--- src/sta_pkg.sv ---
// Shared types and constants for the similarity transform accumulator.
// Holds the queue entry layout, back-end sequencer codes and the CORDIC arctangent table.
// No dependencies.
package sta_pkg;

	localparam logic [15:0]        MAX_GAP_RESET = 16'd5;
	localparam logic signed [31:0] ONE_Q16       = 32'sd65536;
	localparam logic signed [31:0] GAIN_Q30      = 32'sd652032874;
	localparam logic signed [33:0] HALF_PI_Q30   = 34'sd1686629713;
	localparam logic signed [33:0] PI_Q30        = 34'sd3373259426;

	// classified request, passed from front to back
	typedef struct packed {
		logic [15:0]        stored_index;
		logic [15:0]        fill_count;
		logic               was_reset;
		logic               store_full;
		logic signed [31:0] shift_x;
		logic signed [31:0] shift_y;
		logic signed [18:0] angle;
		logic signed [23:0] scale;
	} sta_item_t;

	typedef enum logic [1:0] {
		BK_IDLE,
		BK_CORDIC,
		BK_MUL,
		BK_FIN
	} back_state_t;

	// order of the shared multiplier's operations
	typedef enum logic [3:0] {
		MS_A,
		MS_B,
		MS_PP,
		MS_PQ,
		MS_QQ,
		MS_QP,
		MS_XX,
		MS_XY,
		MS_YY,
		MS_YX
	} mul_step_t;

	function automatic logic signed [31:0] atan_q30(input logic [4:0] idx);
		logic signed [31:0] r;
		case (idx)
			5'd0:  r = 32'sd843314857;
			5'd1:  r = 32'sd497837829;
			5'd2:  r = 32'sd263043837;
			5'd3:  r = 32'sd133525159;
			5'd4:  r = 32'sd67021687;
			5'd5:  r = 32'sd33543516;
			5'd6:  r = 32'sd16775851;
			5'd7:  r = 32'sd8388437;
			5'd8:  r = 32'sd4194283;
			5'd9:  r = 32'sd2097149;
			5'd10: r = 32'sd1048576;
			5'd11: r = 32'sd524288;
			5'd12: r = 32'sd262144;
			5'd13: r = 32'sd131072;
			5'd14: r = 32'sd65536;
			5'd15: r = 32'sd32768;
			5'd16: r = 32'sd16384;
			5'd17: r = 32'sd8192;
			5'd18: r = 32'sd4096;
			5'd19: r = 32'sd2048;
			5'd20: r = 32'sd1024;
			5'd21: r = 32'sd512;
			5'd22: r = 32'sd256;
			5'd23: r = 32'sd128;
			default: r = 32'sd0;
		endcase
		return r;
	endfunction

endpackage

--- src/sta_queue.sv ---
// Two-entry queue of classified requests between front and back end.
// Depends on sta_pkg for the entry type.
module sta_queue import sta_pkg::*; (
	input  logic      clk,
	input  logic      arst_n,
	input  logic      wr,
	input  sta_item_t wr_data,
	output logic      full,
	input  logic      rd,
	output sta_item_t rd_data,
	output logic      empty
);

	sta_item_t  entry_q [2];
	logic       wr_ptr_q, rd_ptr_q;
	logic [1:0] count_q;

	assign full    = count_q == 2'd2;
	assign empty   = count_q == 2'd0;
	assign rd_data = entry_q[rd_ptr_q];

	always_ff @(posedge clk) begin
		if (wr) begin
			entry_q[wr_ptr_q] <= wr_data;
		end
	end

	always_ff @(posedge clk or negedge arst_n) begin
		if (!arst_n) begin
			wr_ptr_q <= 1'b0;
			rd_ptr_q <= 1'b0;
			count_q  <= 2'd0;
		end else begin
			if (wr) begin
				wr_ptr_q <= !wr_ptr_q;
			end
			if (rd) begin
				rd_ptr_q <= !rd_ptr_q;
			end
			if (wr && !rd) begin
				count_q <= count_q + 2'd1;
			end else if (rd && !wr) begin
				count_q <= count_q - 2'd1;
			end
		end
	end

endmodule

--- config.mk ---
export PLATFORM = sky130hd
export DESIGN_NAME = sta_queue
export DESIGN_NICKNAME = d
export VERILOG_FILES = /design/src/sta_pkg.sv /design/src/sta_queue.sv
export SDC_FILE = /design/constraint.sdc
export NUM_CORES = 1
export LEC_CHECK = 0
export ABC_AREA = 1
export BUFFER_PORTS_ARGS = -buffer_cell sky130_fd_sc_hd__buf_4
export CORE_MARGIN = 2
export CORE_UTILIZATION = 30
export DETAILED_ROUTE_END_ITERATION = 6
export PLACE_DENSITY_LB_ADDON = 0.12
export SLEW_MARGIN = 10
export SYNTH_ARGS = -nofsm -noshare
export SYNTH_HDL_FRONTEND = slang
export SYNTH_SLANG_ARGS = --single-unit
--- constraint.sdc ---
create_clock -name clk -period 7.6 [get_ports clk]
set_clock_uncertainty 0.1 [all_clocks]
set_input_delay 1.9 -clock clk [delete_from_list [all_inputs] [get_ports clk]]
set_output_delay 1.9 -clock clk [all_outputs]
set_load 0.01 [all_outputs]
==> impl_metrics.ini, run 1 <==
[sta]
finalSetupTns_ns = 0
rsz0062_at_grt = no
setup_viol = 0
finalCritPeriodShare = 0.623
drv_slew = 0
max_freq_ghz = 0.211
worst_pin_slew_ns = 1.15
relSlewSlack = 0.230
hold_viol = 0
fin_crit_ns = 4.73

[die]
floorplan.die_area_um2 = 37200
die_y_um = 193
row_count = 69
io-pin-count = 288
core_um2 = 35400
start_util = 0.302
fp.dieW_um = 193

[final_layout]
layout.nets = 918
area_growth_pct = 34.0
drive_gt1_frac = 0.605
finalNonFillerCells = 1256
antenna_cells = 0

[power_and_ir_drop]
cellPowerDensity_nw_per_um2 = 372
p_leak_nw = 5.56
irDropWorstVdd_uv = 262
power_mw = 5.34

[worst_setup_path]
crit_required_ns = 5.60
cp.arrival_ns = 2.73
cp_slowest_cell = dfrtp_4
cp-end-kind = output pin
critical_path.max_stage_delay_ns = 0.92
crit_type = flop to output pin
crit_path_max_fanout = 92
start_kind = flop
path_cells = buf_12 > mux2_2 > buf_4

[clock_network]
htreeDepth = 1
cts_tree = yes
cts_hold_buf = 0
cts_inserted_buffers = 31
clock_sinks = 286
clock_path_buffers = 3
post-cts-setup-buffers = 0
worstSkewPairLatency_ns = 0.54
cts_root_buf = clkbuf_16
clkTransAtPathRegs_ns = 0.06
cts.repair.resized = 0

[status]
outcome = finished clean

[synthesis]
synthCells = 464
ys_ff_latch = 286
synth_area_um2 = 10700
synth_nets = 610
seq_area_frac_synth = 0.800
synth.distinct_cells = 14
yosys_warnings = 0
syn_avg_cell_area_um2 = 23.1

[global_route]
gr-usage-all-layers = 0.115
grt_max_degree = 93
grt_pass1_vias = 5749
overflow = 0
antenna_found_initial = 0
grt_pass1_wl_mm = 32.5

[detailed_routing]
wl_mm = 22.7
route.detailed.wl_per_inst_um = 18.1
first_pass_iters = 4
drtAntennaViolNets = 0
first_iter_violations = 207
vias = 5287
drc = 0
viasPerCell = 4.21

[worst_hold_path]
hold_path.class = flop to flop

[placed_design]
hpwl_mm = 14.8
gp_congestion = 0.710
dp.cells = 1200
port_buffers = 287

[run]
cap_viol_max_count = 0
==> sequential cells by signal (all words and copies together), names as in the netlist <==
register	count
entry_q	282
count_q	2
rd_ptr_q	1
wr_ptr_q	1
==> cell usage after synthesis <==
cell,n,share of area
buf_2,6,0.0028
buf_6,10,0.011
dfrtp_1,4,0.0094
edfxtp_1,282,0.79
ha_1,1,0.0012
inv_1,7,0.0025
mux2_2,61,0.064
mux2_4,80,0.11
nand2_1,5,0.0018
nand3_1,1,0.00047
nand4_1,1,0.00058
nor2_1,3,0.0011
xnor2_1,1,0.00082
xor2_1,2,0.0016
==> per-stage QoR <==
step                 util  setup WS [ns]  hold WS (ns)  cell area, um^2
finish              0.405           2.87         0.410            14300
global route        0.405           2.67         0.437            14300
CTS                 0.405           2.75         0.416            14300
global placement    0.377           3.40         0.379            13400
detailed placement  0.377           3.35         0.402            13400
floorplan               -           1.48         0.363            10700
==> layout by cell type, fill, tap and decap left out, types with 3 or more instances in the layout <==
cell and n:
buf_4 290, bufinv_16 4, clkbuf_1 3, clkbuf_16 31, clkinv_1 7, clkinv_2 9
dfrtp_1 3, edfxtp_1 282, inv_1 6, mux2_2 61, mux2_4 80, nand2_1 5
==> area by class of cell <==
| class | instances | area, um^2 |
|---|---|---|
| inverters | 7 | 31.3 |
| multi-input cells | 155 | 1980 |
| clock buffers | 34 | 787 |
| clock inverters | 22 | 208 |
| repair buffers | 291 | 2200 |
| fillers | 3252 | 21000 |
| flip-flops and latches | 286 | 8570 |
| well taps | 461 | 577 |
==> report_power, final <==
part,switching (mW),internal (mW)
logic,0.767,0.902
registers,0.129,2.10
clock network,0.572,0.874
==> per-layer routing <==
layer / up-vias / part of all wire / global-route usage
met1: 2591 / 0.40 / 0.138
met4: 0 / 0.018 / 0.0280
met3: 27 / 0.11 / 0.0507
met5: - / 0 / 0
met2: 215 / 0.47 / 0.191
li1: 2454 / - / -
==> logic make-up after synthesis <==
family                     after synthesis  synth area share
DFF                                    286             0.800
adders and majority gates                1           0.00117
buffers and inverters                   23            0.0158
and+or+nand+nor                         10           0.00386
xor gates and xnor gates                 3           0.00245
muxes                                  141             0.176
==> path summary, 6_finish.rpt <==
path / startpoint / endpoint / slack, ns / cells after the start
max reg2reg: wr_ptr_q / entry_q[1][70] / 5.08 / 3
min in group asynchronous: arst_n / rd_ptr_q / 1.05 / 1
max in group asynchronous: arst_n / rd_ptr_q / 6.22 / 1
min: count_q[1] / count_q[1] / 0.41 / 2
min reg2reg: count_q[1] / count_q[1] / 0.41 / 2
max: rd_ptr_q / rd_data[4] / 2.87 / 3
==> worst max-delay path: cells and delay by family (launching register included) <==
kind	cells	cell delay [ns]
buf+inv	2	0.76
mux	1	0.41
flops	1	0.92
No activity file was read; power rests on OpenSTA's default activity.
==> run 2, diff against run 1 <==
--- a/config.mk
+++ b/config.mk
@@ -5,7 +5,7 @@
 export SDC_FILE = /design/constraint.sdc
 export NUM_CORES = 1
 export LEC_CHECK = 0
-export ABC_AREA = 1
+export ABC_AREA = 0
 export BUFFER_PORTS_ARGS = -buffer_cell sky130_fd_sc_hd__buf_4
 export CORE_MARGIN = 2
 export CORE_UTILIZATION = 30
==> constraint.sdc (replaced) <==
create_clock -name clk -period 4.52 [get_ports clk]
set_clock_uncertainty 0.1 [all_clocks]
set_input_delay 1.13 -clock clk [delete_from_list [all_inputs] [get_ports clk]]
set_output_delay 1.13 -clock clk [all_outputs]
set_load 0.01 [all_outputs]
==> run 2 against run 1 <==
- combinational power increased by 72%
- global-route usage decreased by 0.090 points
- non-clock buffer count increased by 3
- die area decreased by 0.18%
- area after synthesis decreased by 0.19%
- largest cell class unchanged
- wire length decreased by 1.8%
- setup slack got worse by 1.9 ns
- synthesized cell count decreased by 1.9%
- worst hold slack got worse by 0.13 ns
- highest routed layer unchanged
- cell count decreased by 0.40%
- first-iteration DRC count decreased by 3.9%
- utilization increased by 0.38 points
==> impl_metrics.ini, run 2 <==
[status]
outcome = finished clean

[worst_setup_path]
crit_path_max_fanout = 96
worstRegToRegCells = 2
rr_startpoint = wr_ptr_q
crit_type = flop to output pin
crit_required_ns = 3.29
cp-end-kind = output pin
start_kind = flop
reg2reg_slack_ns = 2.46
cp.arrival_ns = 2.36
r2r-end = entry_q[1][36]

[power_and_ir_drop]
p_leak_nw = 5.58
p_switching_mw = 2.47
p_clk_frac = 0.287
irDropWorstVdd_uv = 361
internal_power_mw = 6.72
power_frac_comb = 0.313
cellPowerDensity_nw_per_um2 = 637
p_seq_frac = 0.400
power_mw = 9.20
swShare = 0.269

[final_layout]
n_fill_cell = 3198
final_common_cell = buf_4
antenna_cells = 0
layout_common_cells = 292 x buf_4, 282 x edfxtp_1, 80 x mux2_4
regMostFlops = entry_q
largest_register_ffs = 282
top_regs = entry_q: 282 flops, count_q: 2 flops
drive_gt1_frac = 0.614
finalNonFillerCells = 1251
final_util = 0.409
layout.nets = 912
area_growth_pct = 35.2

[detailed_routing]
first_pass_iters = 4
route.detailed.wl_per_inst_um = 17.8
drc = 0
wl_mm = 22.3
viasPerCell = 4.25
drtAntennaViolNets = 0
first_iter_violations = 199
vias = 5317

[synthesis]
seq_area_frac_synth = 0.802
yosysTopAreaCellShare = 0.793
synth_area_um2 = 10700
yosysMostFrequentCell = edfxtp_1
ys_ff_latch = 286
yosys.area.top_type = edfxtp_1
synth.area.top_cells = edfxtp_1 79%, mux2_4 11%, mux2_2 6.4%, buf_6 1.1%, dfrtp_1 0.94%
syn_avg_cell_area_um2 = 23.5
synthCells = 455
yosys_warnings = 0
async_reset_ff_frac = 0.0140
synth-main-ff-cell = edfxtp_1
synth_nets = 601
synth_common_cells = 282 x edfxtp_1, 80 x mux2_4, 61 x mux2_2
synth_edf_count = 282
synth.distinct_cells = 13

[placed_design]
port_buffers = 287
hpwl_mm = 14.7
gp_congestion = 0.736
dp_slack_ns = 1.52
dp.cells = 1194

[clock_network]
clock_path_buffers = 3
cts_hold_buf = 0
post-cts-setup-buffers = 0
htreeDepth = 1
cts_inserted_buffers = 31
cts.repair.resized = 0
clock_sinks = 286
clkTransAtPathRegs_ns = 0.06
cts_root_buf = clkbuf_16
worstSkewPairLatency_ns = 0.54
cts_tree = yes

[die]
io-pin-count = 288
start_util = 0.303
floorplan.die_area_um2 = 37100
row_count = 69
fp.dieW_um = 193
core_um2 = 35300
die_y_um = 193

[sta]
finalCritPeriodShare = 0.794
worst_slack_ns = 0.933
hold_viol = 0
finalSetupTns_ns = 0
drv_slew = 0
relSlewSlack = 0.366
fin_crit_ns = 3.59
rsz0062_at_grt = no
setup_viol = 0
worst_pin_slew_ns = 0.951
max_freq_ghz = 0.279

[run]
cap_viol_max_count = 0

[global_route]
grt_pass1_wl_mm = 32.4
overflow = 0
gr-usage-all-layers = 0.114
grt_pass1_vias = 5692
grt_max_degree = 97
antenna_found_initial = 0

[worst_hold_path]
hold_path.class = input pin to asynchronous set/reset pin
run 2: changes by cell type after synthesis, moves of 2 or more:
cell     delta
inv_1       -6
nor2b_1     +2
nand2_1     -5
xor2_1      +2
run 2: final cells by class:
cell class                 count  area (um^2)  area share
tap                          461          577      0.0399
multi-input combinational    152         1980       0.137
sequential                   286         8570       0.593
timing repair buffer         294         2230       0.155
clock inverter                20          282      0.0195
clock buffer                  37          798      0.0553
inverter                       1         3.75    0.000260
run 2: how the worst max path moves through the flow:
stage,startpoint,endpoint,slack (ns),cells past startpoint
after floorplan,wr,entry_q[0][0],0.74,1
after global placement,rd_ptr_q,rd_data[2],1.57,3
after detailed placement,rd_ptr_q,rd_data[137],1.52,3
after CTS,rd_ptr_q,rd_data[137],0.92,3
after global routing,rd_ptr_q,rd_data[103],0.86,3
final,rd_ptr_q,rd_data[93],0.93,3
run 2: logic make-up (layout without fill, tap and decap cells):
family | count (synthesis) | after routing | synth area share
flip-flops | 286 | 286 | 0.802
multiplexers | 141 | 141 | 0.177
buffers and inverters | 17 | 352 | 0.0137
XOR/XNOR | 5 | 5 | 0.00410
AND/OR/NAND/NOR | 5 | 5 | 0.00246
adder cells (fa/ha/maj) | 1 | 1 | 0.00117
run 2: layer usage:
| metal | vias to the layer above | part of all wire | GRT usage |
|---|---|---|---|
| li1 | 2433 | - | - |
| met3 | 39 | 0.11 | 0.0406 |
| met4 | 0 | 0.021 | 0.0341 |
| met1 | 2617 | 0.41 | 0.148 |
| met2 | 228 | 0.46 | 0.180 |
| met5 | - | 0 | 0 |
run 2: through the flow:
stage               hold WS [ns]  instance area (um^2)
CTS                        0.242                 14400
global placement           0.373                 13400
detailed placement         0.384                 13400
global route               0.246                 14400
floorplan                  0.356                 10700
finish                     0.277                 14400
run 2: worst max-delay path, cell delays in order, from the launching register on:
cell	delay [ns]
dfrtp_4	0.58
buf_12	0.40
mux2_4	0.36
buf_4	0.14
run 2: power by group through the flow:
stage          Combinational, mW  Sequential (mW)  Clock [mW]
6_report                    2.88             3.68        2.64
3_5_place_dp                2.94             3.73           0
4_1_cts                     2.95             3.68        2.74
2_1_floorplan               1.75             3.69           0
3_3_place_gp                2.90             3.73           0
5_1_grt                     3.09             3.73        2.85
