File: src/sta_pkg.sv
// Shared types and constants for the similarity transform accumulator.
// Holds the queue entry layout, back-end sequencer codes and the CORDIC arctangent table.
// No dependencies.
package sta_pkg;

	localparam logic [15:0]        MAX_GAP_RESET = 16'd5;
	localparam logic signed [31:0] ONE_Q16       = 32'sd65536;
	localparam logic signed [31:0] GAIN_Q30      = 32'sd652032874;
	localparam logic signed [33:0] HALF_PI_Q30   = 34'sd1686629713;
	localparam logic signed [33:0] PI_Q30        = 34'sd3373259426;

	// classified request, passed from front to back
	typedef struct packed {
		logic [15:0]        stored_index;
		logic [15:0]        fill_count;
		logic               was_reset;
		logic               store_full;
		logic signed [31:0] shift_x;
		logic signed [31:0] shift_y;
		logic signed [18:0] angle;
		logic signed [23:0] scale;
	} sta_item_t;

	typedef enum logic [1:0] {
		BK_IDLE,
		BK_CORDIC,
		BK_MUL,
		BK_FIN
	} back_state_t;

	// order of the shared multiplier's operations
	typedef enum logic [3:0] {
		MS_A,
		MS_B,
		MS_PP,
		MS_PQ,
		MS_QQ,
		MS_QP,
		MS_XX,
		MS_XY,
		MS_YY,
		MS_YX
	} mul_step_t;

	function automatic logic signed [31:0] atan_q30(input logic [4:0] idx);
		logic signed [31:0] r;
		case (idx)
			5'd0:  r = 32'sd843314857;
			5'd1:  r = 32'sd497837829;
			5'd2:  r = 32'sd263043837;
			5'd3:  r = 32'sd133525159;
			5'd4:  r = 32'sd67021687;
			5'd5:  r = 32'sd33543516;
			5'd6:  r = 32'sd16775851;
			5'd7:  r = 32'sd8388437;
			5'd8:  r = 32'sd4194283;
			5'd9:  r = 32'sd2097149;
			5'd10: r = 32'sd1048576;
			5'd11: r = 32'sd524288;
			5'd12: r = 32'sd262144;
			5'd13: r = 32'sd131072;
			5'd14: r = 32'sd65536;
			5'd15: r = 32'sd32768;
			5'd16: r = 32'sd16384;
			5'd17: r = 32'sd8192;
			5'd18: r = 32'sd4096;
			5'd19: r = 32'sd2048;
			5'd20: r = 32'sd1024;
			5'd21: r = 32'sd512;
			5'd22: r = 32'sd256;
			5'd23: r = 32'sd128;
			default: r = 32'sd0;
		endcase
		return r;
	endfunction

endpackage

File: src/sta_front.sv
// Front end: accepts motion records, works out gap, reset, target slot and fill count.
// Keeps the stored slot count. Depends on sta_pkg.
module sta_front import sta_pkg::*; #(
	parameter int INDEX_BITS = 16
) (
	input  logic               clk,
	input  logic               arst_n,
	input  logic               push,
	input  logic               q_full,
	input  logic [15:0]        frame_number,
	input  logic signed [31:0] shift_x,
	input  logic signed [31:0] shift_y,
	input  logic signed [18:0] angle,
	input  logic signed [23:0] scale,
	input  logic [15:0]        max_gap,
	output logic               q_wr,
	output sta_item_t          q_data
);

	localparam int CW = INDEX_BITS + 1;
	localparam int TW = (CW > 17) ? CW : 17;

	logic [CW-1:0] count_q;
	logic [TW-1:0] frame_w, count_w, gap_w, target_w, fill_w;
	logic          behind, restart, store_full;

	always_comb begin
		frame_w    = TW'(frame_number);
		count_w    = TW'(count_q);
		behind     = frame_w < count_w;
		gap_w      = frame_w - count_w;
		restart    = behind || (gap_w > TW'(max_gap));
		target_w   = behind ? count_w : frame_w;
		store_full = |target_w[TW-1:INDEX_BITS];
		fill_w     = store_full ? '0 : (target_w - count_w);
	end

	assign q_wr = push && !q_full;

	always_comb begin
		q_data.stored_index = target_w[15:0];
		q_data.fill_count   = fill_w[15:0];
		q_data.was_reset    = restart;
		q_data.store_full   = store_full;
		q_data.shift_x      = shift_x;
		q_data.shift_y      = shift_y;
		q_data.angle        = angle;
		q_data.scale        = scale;
	end

	// hold the count when the store is full
	always_ff @(posedge clk or negedge arst_n) begin
		if (!arst_n) begin
			count_q <= '0;
		end else if (q_wr && !store_full) begin
			count_q <= CW'(target_w + TW'(1));
		end
	end

endmodule

File: config.mk
export PLATFORM = sky130hd
export DESIGN_NAME = sta_front
export DESIGN_NICKNAME = d
export VERILOG_FILES = /design/src/sta_pkg.sv /design/src/sta_front.sv
export SDC_FILE = /design/constraint.sdc
export NUM_CORES = 1
export LEC_CHECK = 0
export ABC_AREA = 1
export BUFFER_PORTS_ARGS = -buffer_cell sky130_fd_sc_hd__buf_2
export CAP_MARGIN = 30
export CORE_AREA = 2 2 123 125
export CTS_BUF_LIST = sky130_fd_sc_hd__clkbuf_2 sky130_fd_sc_hd__clkbuf_4 sky130_fd_sc_hd__clkbuf_8
export DETAILED_ROUTE_END_ITERATION = 7
export DIE_AREA = 0 0 125 127
export PLACE_DENSITY_LB_ADDON = 0.1
export SYNTH_ARGS = -nofsm -noshare
export SYNTH_HDL_FRONTEND = slang
export SYNTH_SLANG_ARGS = --single-unit
File: constraint.sdc
create_clock -name clk -period 3.8 [get_ports clk]
set_input_delay 0.38 -clock clk [delete_from_list [all_inputs] [get_ports clk]]
set_output_delay 0.38 -clock clk [all_outputs]
set_load 0.01 [all_outputs]
==> impl_metrics.env, run 1 <==
export IMPL_setup_total_negative_slack_ns=0
export IMPL_p_leak_nw=2.734
export IMPL_hold_viol_final=0
export IMPL_drt_total_wl_um=13230
export IMPL_crit_path_frequent_cell="nand2_1"
export IMPL_max_clock_freq_mhz=264.7
export IMPL_r2r_setup_slack_ns=1.02
export IMPL_drive_above_1_share_pct=47.93
export IMPL_top_register="count_q"
export IMPL_worstPathMaxFanout=5
export IMPL_cts_hold_buf=0
export IMPL_cts_buffers=3
export IMPL_crit_chain="inv_2 > ha_4 > a21oi_1 > nand2_1 > nand2_1 > nand3_2 > nand2_4 > nand2_4 > buf_4 > nand2_2 > nand2_2 > ha_4 > buf_4 > a21oi_2 > o21ai_2 > nand2_1 > nand2_1 > a21oi_2 > buf_4 > nand3b_1 > a21oi_2 > nor2_2 > buf_2"
export IMPL_initial_core_util_pct=28.93
export IMPL_wl_per_cell_um=14.95
export IMPL_synthesis_nets=815
export IMPL_setup_viol=0
export IMPL_grt_pass1_wl_um=20640
export IMPL_holdWs_ns=0.04967
export IMPL_slowest_stage="dfrtp_1"
export IMPL_antenna_left=0
export IMPL_status="finished clean"
export IMPL_htree_levels=1
export IMPL_num_rows=44
export IMPL_drt_drc_violations_left=0
export IMPL_die_w_um=125
export IMPL_io_pins=285
export IMPL_netlist_instances=621
export IMPL_synth_avg_cell_area_um2=6.719
export IMPL_largest_reg_flops=17
export IMPL_worst_hold_path_type="in -> async"
export IMPL_rsz0062_at_grt="yes"
export IMPL_worstSetupStartpoint="count_q[4]"
export IMPL_via_count=4069
export IMPL_clock_latency_ns=0.26
export IMPL_finalClockSkew_ns=0.001347
export IMPL_dpl_hpwl_um=11010
export IMPL_clockBufferDepth=2
export IMPL_max_stage_delay_ns=0.37
export IMPL_fp_dieArea_um2=15880
export IMPL_grt_max_degree=20
export IMPL_globalplace_congestion=0.8520
export IMPL_critPathCaptureType="output pin"
export IMPL_power_mw=0.5521
export IMPL_path_clk_slew_ns=0.07
export IMPL_final_common_cell="buf_4"
export IMPL_async_flop_share_pct=100.0
export IMPL_r2r_start="count_q[4]"
export IMPL_worstSetupEndpoint="q_data[122]"
export IMPL_final_cell_mix="buf_4, nand2_1, buf_2, inv_1, nand3_1"
export IMPL_nets=896
export IMPL_drt_iter0_markers=147
export IMPL_syn_area_um2=4173
export IMPL_ys_types=43
export IMPL_drv_slew=0
export IMPL_fill_cells=1601
export IMPL_synth_edf_count=0
export IMPL_post_route_period_util_pct=99.41
export IMPL_largestRegisters="count_q x17"
export IMPL_portBuffers=70
export IMPL_peakVddDrop_v=0.00006022
export IMPL_drv_cap=0
export IMPL_arrival_ns=3.40
export IMPL_antenna_found_initial=0
export IMPL_cts_root_buffer="clkbuf_8"
export IMPL_ys_flop_type="dfrtp_1"
export IMPL_fin_crit_ns=3.778
export IMPL_grt_overflow_total=0
export IMPL_relSlewSlack_pct=63.74
export IMPL_synth_seq_cells=17
export IMPL_core_um2=14420
export IMPL_synth_seq_area_share_pct=10.19
export IMPL_crit_type="reg -> out"
export IMPL_chipHeight_um=127
export IMPL_critPathLaunchType="register"
export IMPL_drtPass1Iterations=4
export IMPL_reg2regPathDepth=18
export IMPL_powerDensity_nw_per_um2=102.3
export IMPL_r2r_end="count_q[10]"
export IMPL_tightest_slew_ns=0.5406
export IMPL_num_antenna_cells=0
export IMPL_ys_warnings_count=0
export IMPL_cts_tree="built"
export IMPL_syn_to_final_growth_pct=29.27
export IMPL_viasPerCell=4.598
export IMPL_groute_usage_overall_pct=15.92
export IMPL_required_ns=3.42
export IMPL_clock_sinks=17
export IMPL_grt_pass1_vias=4001
[kinds of logic after synthesis]
group,Yosys count,synth area share (%)
compound gates,86,12.14
xor+xnor,24,5.037
fa+ha+maj,51,15.65
buf+inv,197,28.22
simple gates,246,28.76
flops,17,10.19
[final cells by class]
type | count | area (um2) | share of cell area [%]
multi-input cells | 407 | 3084 | 57.18
repair buffers | 193 | 1303 | 24.15
flip-flops and latches | 17 | 425.4 | 7.887
inverters | 80 | 302.8 | 5.614
well taps | 184 | 230.2 | 4.268
clock buffers | 4 | 48.80 | 0.9047
[stage by stage]
| stage | setup slack [ns] | utilization, % | cells | instance area, um2 |
|---|---|---|---|---|
| global route | -0.2025 | 37.40 | 885 | 5394 |
| CTS | -0.06849 | 34.59 | 873 | 4989 |
| global placement | -0.1216 | 31.97 | 855 | 4611 |
| finish | 0.02236 | 37.40 | 885 | 5394 |
| floorplan | 0.002623 | - | 621 | 4179 |
| detailed placement | -0.2046 | 31.97 | 855 | 4611 |
[critical path: cells and delay by family, from the launching register on]
| kind | cells | cell delay (ns) |
|---|---|---|
| AO/OA/AOI/OAI | 5 | 0.64 |
| adder cells (fa/ha/maj) | 2 | 0.44 |
| buffers and inverters | 5 | 0.68 |
| flip-flops | 1 | 0.37 |
| AND/OR/NAND/NOR | 11 | 1.00 |
[worst min-delay path by stage]
stage | start | end | slack, ns | cells after the start
global route | arst_n | count_q[14] | 0.07 | 1
detailed placement | arst_n | count_q[14] | 0.35 | 1
floorplan | arst_n | count_q[0] | 0.08 | 0
global placement | arst_n | count_q[14] | 0.34 | 1
finish | arst_n | count_q[14] | 0.05 | 1
CTS | arst_n | count_q[14] | 0.06 | 1
[power by group]
part	switching, mW	leakage (nW)	internal [mW]
Combinational	0.114	2.50	0.108
Sequential	0	0.206	0.181
Clock	0.0671	0.0262	0.0818
[synth_stat cells (2+ instances only)]
| master | n | share of area [%] |
|---|---|---|
| xor2_1 | 13 | 2.7 |
| dfrtp_1 | 17 | 10 |
| nor2_1 | 29 | 2.6 |
| nand2_2 | 21 | 3.1 |
| o21ai_2 | 3 | 0.63 |
| clkbuf_1 | 4 | 0.36 |
| nand3_1 | 40 | 4.8 |
| inv_2 | 3 | 0.27 |
| nor2_2 | 5 | 0.75 |
| nor2_4 | 3 | 0.81 |
| o22ai_1 | 2 | 0.30 |
| nand3b_1 | 2 | 0.36 |
| nand3_2 | 5 | 1.2 |
| clkinv_1 | 2 | 0.18 |
| nand2_1 | 117 | 11 |
| fa_1 | 2 | 0.96 |
| o21a_1 | 2 | 0.36 |
| xnor2_1 | 11 | 2.3 |
| inv_1 | 75 | 6.7 |
| o2111ai_1 | 3 | 0.63 |
| o21ai_0 | 20 | 2.4 |
| a211oi_1 | 2 | 0.36 |
| o21ai_1 | 6 | 0.72 |
| buf_4 | 110 | 20 |
| nand2_4 | 8 | 2.2 |
| nand4_1 | 9 | 1.3 |
| a21oi_1 | 35 | 4.2 |
| a21o_1 | 3 | 0.54 |
| o21bai_1 | 2 | 0.36 |
| ha_1 | 49 | 15 |
| a31oi_1 | 2 | 0.30 |
| nor3_1 | 4 | 0.48 |
| o31ai_1 | 2 | 0.36 |
[routing by layer]
layer / GRT usage, % / vias up / wire (um)
li1: - / 2072 / -
met2: 27.30 / 108 / 6331
met3: 1.717 / 37 / 504
met5: 0 / - / 0
met1: 21.45 / 1852 / 6194
met4: 4.052 / 0 / 200
[repair_timing]
action / in CTS / in global routing
gates resized for setup: 53 / 67
pin swaps: 18 / 39
endpoints found under the setup margin: 12 / 13
setup buffers: 14 / 13
cloned: 0 / 0
(Power assumes the default switching activity.)
==> run 2: changes to the inputs <==
- SETUP_SLACK_MARGIN: not set -> 0.2
==> run 2 against run 1 <==
Effect of this change: clock skew grew 0.0048 ns; routed wire length down 7.4%; clock power barely moved; non-clock buffer count is 47 lower; setup slack improved by 0.063 ns; utilization fell by 2.1 points; sequential cell count unchanged; fmax increased by 1.7%; clock-buffer cell count unchanged; final cell count down 5.3%; first-iteration DRC count fell by 6.1%.
==> impl_metrics.env, run 2 (synthesis results as in run 1) <==
export IMPL_status="finished clean"
export IMPL_p_comb_share_pct=38.5
export IMPL_chipHeight_um=127
export IMPL_initial_core_util_pct=28.93
export IMPL_htree_levels=1
export IMPL_post_route_period_util_pct=97.75
export IMPL_drt_iter0_markers=138
export IMPL_holdWs_ns=0.05129
export IMPL_drive_above_1_share_pct=45.26
export IMPL_grt_pass1_vias=3921
export IMPL_final_common_cell="nand2_1"
export IMPL_crit_type="reg -> out"
export IMPL_top_register="count_q"
export IMPL_drtPass1Iterations=5
export IMPL_groute_usage_overall_pct=14.92
export IMPL_antenna_left=0
export IMPL_p_switching_mw=0.1769
export IMPL_cts_root_buffer="clkbuf_8"
export IMPL_wl_per_cell_um=14.62
export IMPL_grt_overflow_total=0
export IMPL_largest_reg_flops=17
export IMPL_relSlewSlack_pct=65.58
export IMPL_cts_tree="built"
export IMPL_peakVddDrop_v=0.00006817
export IMPL_drt_total_wl_um=12260
export IMPL_hold_viol_final=0
export IMPL_num_rows=44
export IMPL_clockBufferDepth=2
export IMPL_viasPerCell=4.647
export IMPL_cp_top_family="simple AND/OR/NAND/NOR gates"
export IMPL_drt_drc_violations_left=0
export IMPL_slowest_stage="dfrtp_1"
export IMPL_drv_cap=0
export IMPL_syn_to_final_growth_pct=21.98
export IMPL_fin_crit_ns=3.715
export IMPL_power_frac_clock_pct=27.8
export IMPL_antenna_found_initial=0
export IMPL_arrival_ns=3.33
export IMPL_clock_latency_ns=0.26
export IMPL_setup_viol=0
export IMPL_fill_cells=1606
export IMPL_drv_slew=0
export IMPL_critPathCaptureType="output pin"
export IMPL_grt_max_degree=20
export IMPL_critPathLaunchType="register"
export IMPL_worst_hold_path_type="in -> async"
export IMPL_max_stage_delay_ns=0.40
export IMPL_internal_power_mw=0.3603
export IMPL_crit_path_frequent_cell="nand2_2"
export IMPL_required_ns=3.42
export IMPL_finalClockSkew_ns=0.006118
export IMPL_globalplace_congestion=0.8514
export IMPL_powerDensity_nw_per_um2=105.5
export IMPL_largestRegisters="count_q x17"
export IMPL_p_leak_nw=2.498
export IMPL_num_antenna_cells=0
export IMPL_seq_power_share_pct=33.7
export IMPL_portBuffers=70
export IMPL_path_clk_slew_ns=0.07
export IMPL_nets=849
export IMPL_io_pins=285
export IMPL_max_clock_freq_mhz=269.2
export IMPL_path_buf_inv=5
export IMPL_die_w_um=125
export IMPL_tightest_slew_ns=0.5131
export IMPL_via_count=3894
export IMPL_core_um2=14420
export IMPL_cts_buffers=3
export IMPL_worstPathMaxFanout=5
export IMPL_dpl_hpwl_um=10110
export IMPL_grt_pass1_wl_um=19480
export IMPL_swShare_pct=32.94
export IMPL_power_mw=0.5372
export IMPL_rsz0062_at_grt="yes"
export IMPL_fp_dieArea_um2=15880
export IMPL_clock_sinks=17
export IMPL_final_cell_mix="nand2_1, buf_4, buf_2, inv_1, nand2_2"
==> run 2: changes by cell type in the layout (fill, tap and decap cells not counted), moves of 4 or more <==
cell	before	now
a21oi_2	14	10
buf_4	118	73
ha_4	18	25
nand2_1	106	99
ha_1	29	24
nor2_2	10	6
inv_1	61	57
nor2_1	21	27
inv_2	16	20
nand2_2	29	37
==> run 2: stage by stage <==
| step | TNS (ns) | area, um2 | cells | worst slack [ns] | utilization [%] |
|---|---|---|---|---|---|
| 2_1_floorplan | 0 | 4363 | 621 | 0.2155 | - |
| 3_3_place_gp | 0 | 4348 | 796 | 0.04810 | 30.14 |
| 3_5_place_dp | 0 | 4348 | 796 | 0.06334 | 30.14 |
| 4_1_cts | 0 | 4911 | 826 | 0.008721 | 34.05 |
| 5_1_grt | -0.4727 | 5090 | 838 | -0.1263 | 35.29 |
| 6_report | 0 | 5090 | 838 | 0.08535 | 35.29 |
==> run 2: area by class of cell <==
type	count	area, um2	area share (%)
clock buffers	4	48.80	0.9587
well taps	184	230.2	4.523
flip-flops and latches	17	425.4	8.358
multi-input cells	407	3142	61.73
inverters	80	302.8	5.949
repair buffers	146	940.9	18.49
==> run 2: power by group through the flow <==
stage	Combinational, mW	Clock (mW)	Sequential (mW)
after floorplan	0.236	0	0.184
after global placement	0.187	0	0.184
after detailed placement	0.188	0	0.184
after CTS	0.201	0.157	0.181
after global routing	0.237	0.163	0.181
final	0.207	0.150	0.181
==> run 2: repair_timing <==
action	4_1_cts	5_1_grt
pin swaps	24	33
hold buffers	0	0
hold endpoints to repair	0	0
gates cloned	0	0
setup endpoints to repair	12	12
gates resized for setup	72	24
setup buffers	26	12
==> run 2: worst paths after layout <==
check / startpoint / endpoint / slack (ns) / depth (start not counted)
max: count_q[5] / q_data[121] / 0.09 / 25
max reg2reg: count_q[10] / count_q[8] / 1.10 / 15
min in group clk: count_q[6] / count_q[6] / 0.53 / 2
min: arst_n / count_q[10] / 0.05 / 1
max in group asynchronous: arst_n / count_q[8] / 3.45 / 1
min reg2reg: count_q[6] / count_q[6] / 0.53 / 2
==> run 2: metal layers <==
layer,GRT usage [%],routed length [um]
met1,19.49,5720
met2,24.84,5584
met3,2.638,657
met4,5.294,293
met5,0,0
==> run 2: worst reg2reg max path, stage by stage (launching register included) <==
cell	delay (ns)
dfrtp_1	0.40
inv_2	0.09
ha_4	0.23
a21oi_4	0.16
o21ai_4	0.08
a21oi_4	0.25
buf_4	0.15
buf_4	0.17
nand3_1	0.10
nand2_2	0.12
buf_4	0.16
nand2_2	0.08
nor2_2	0.25
nand3_1	0.11
nand3_1	0.10
o21ai_0	0.12
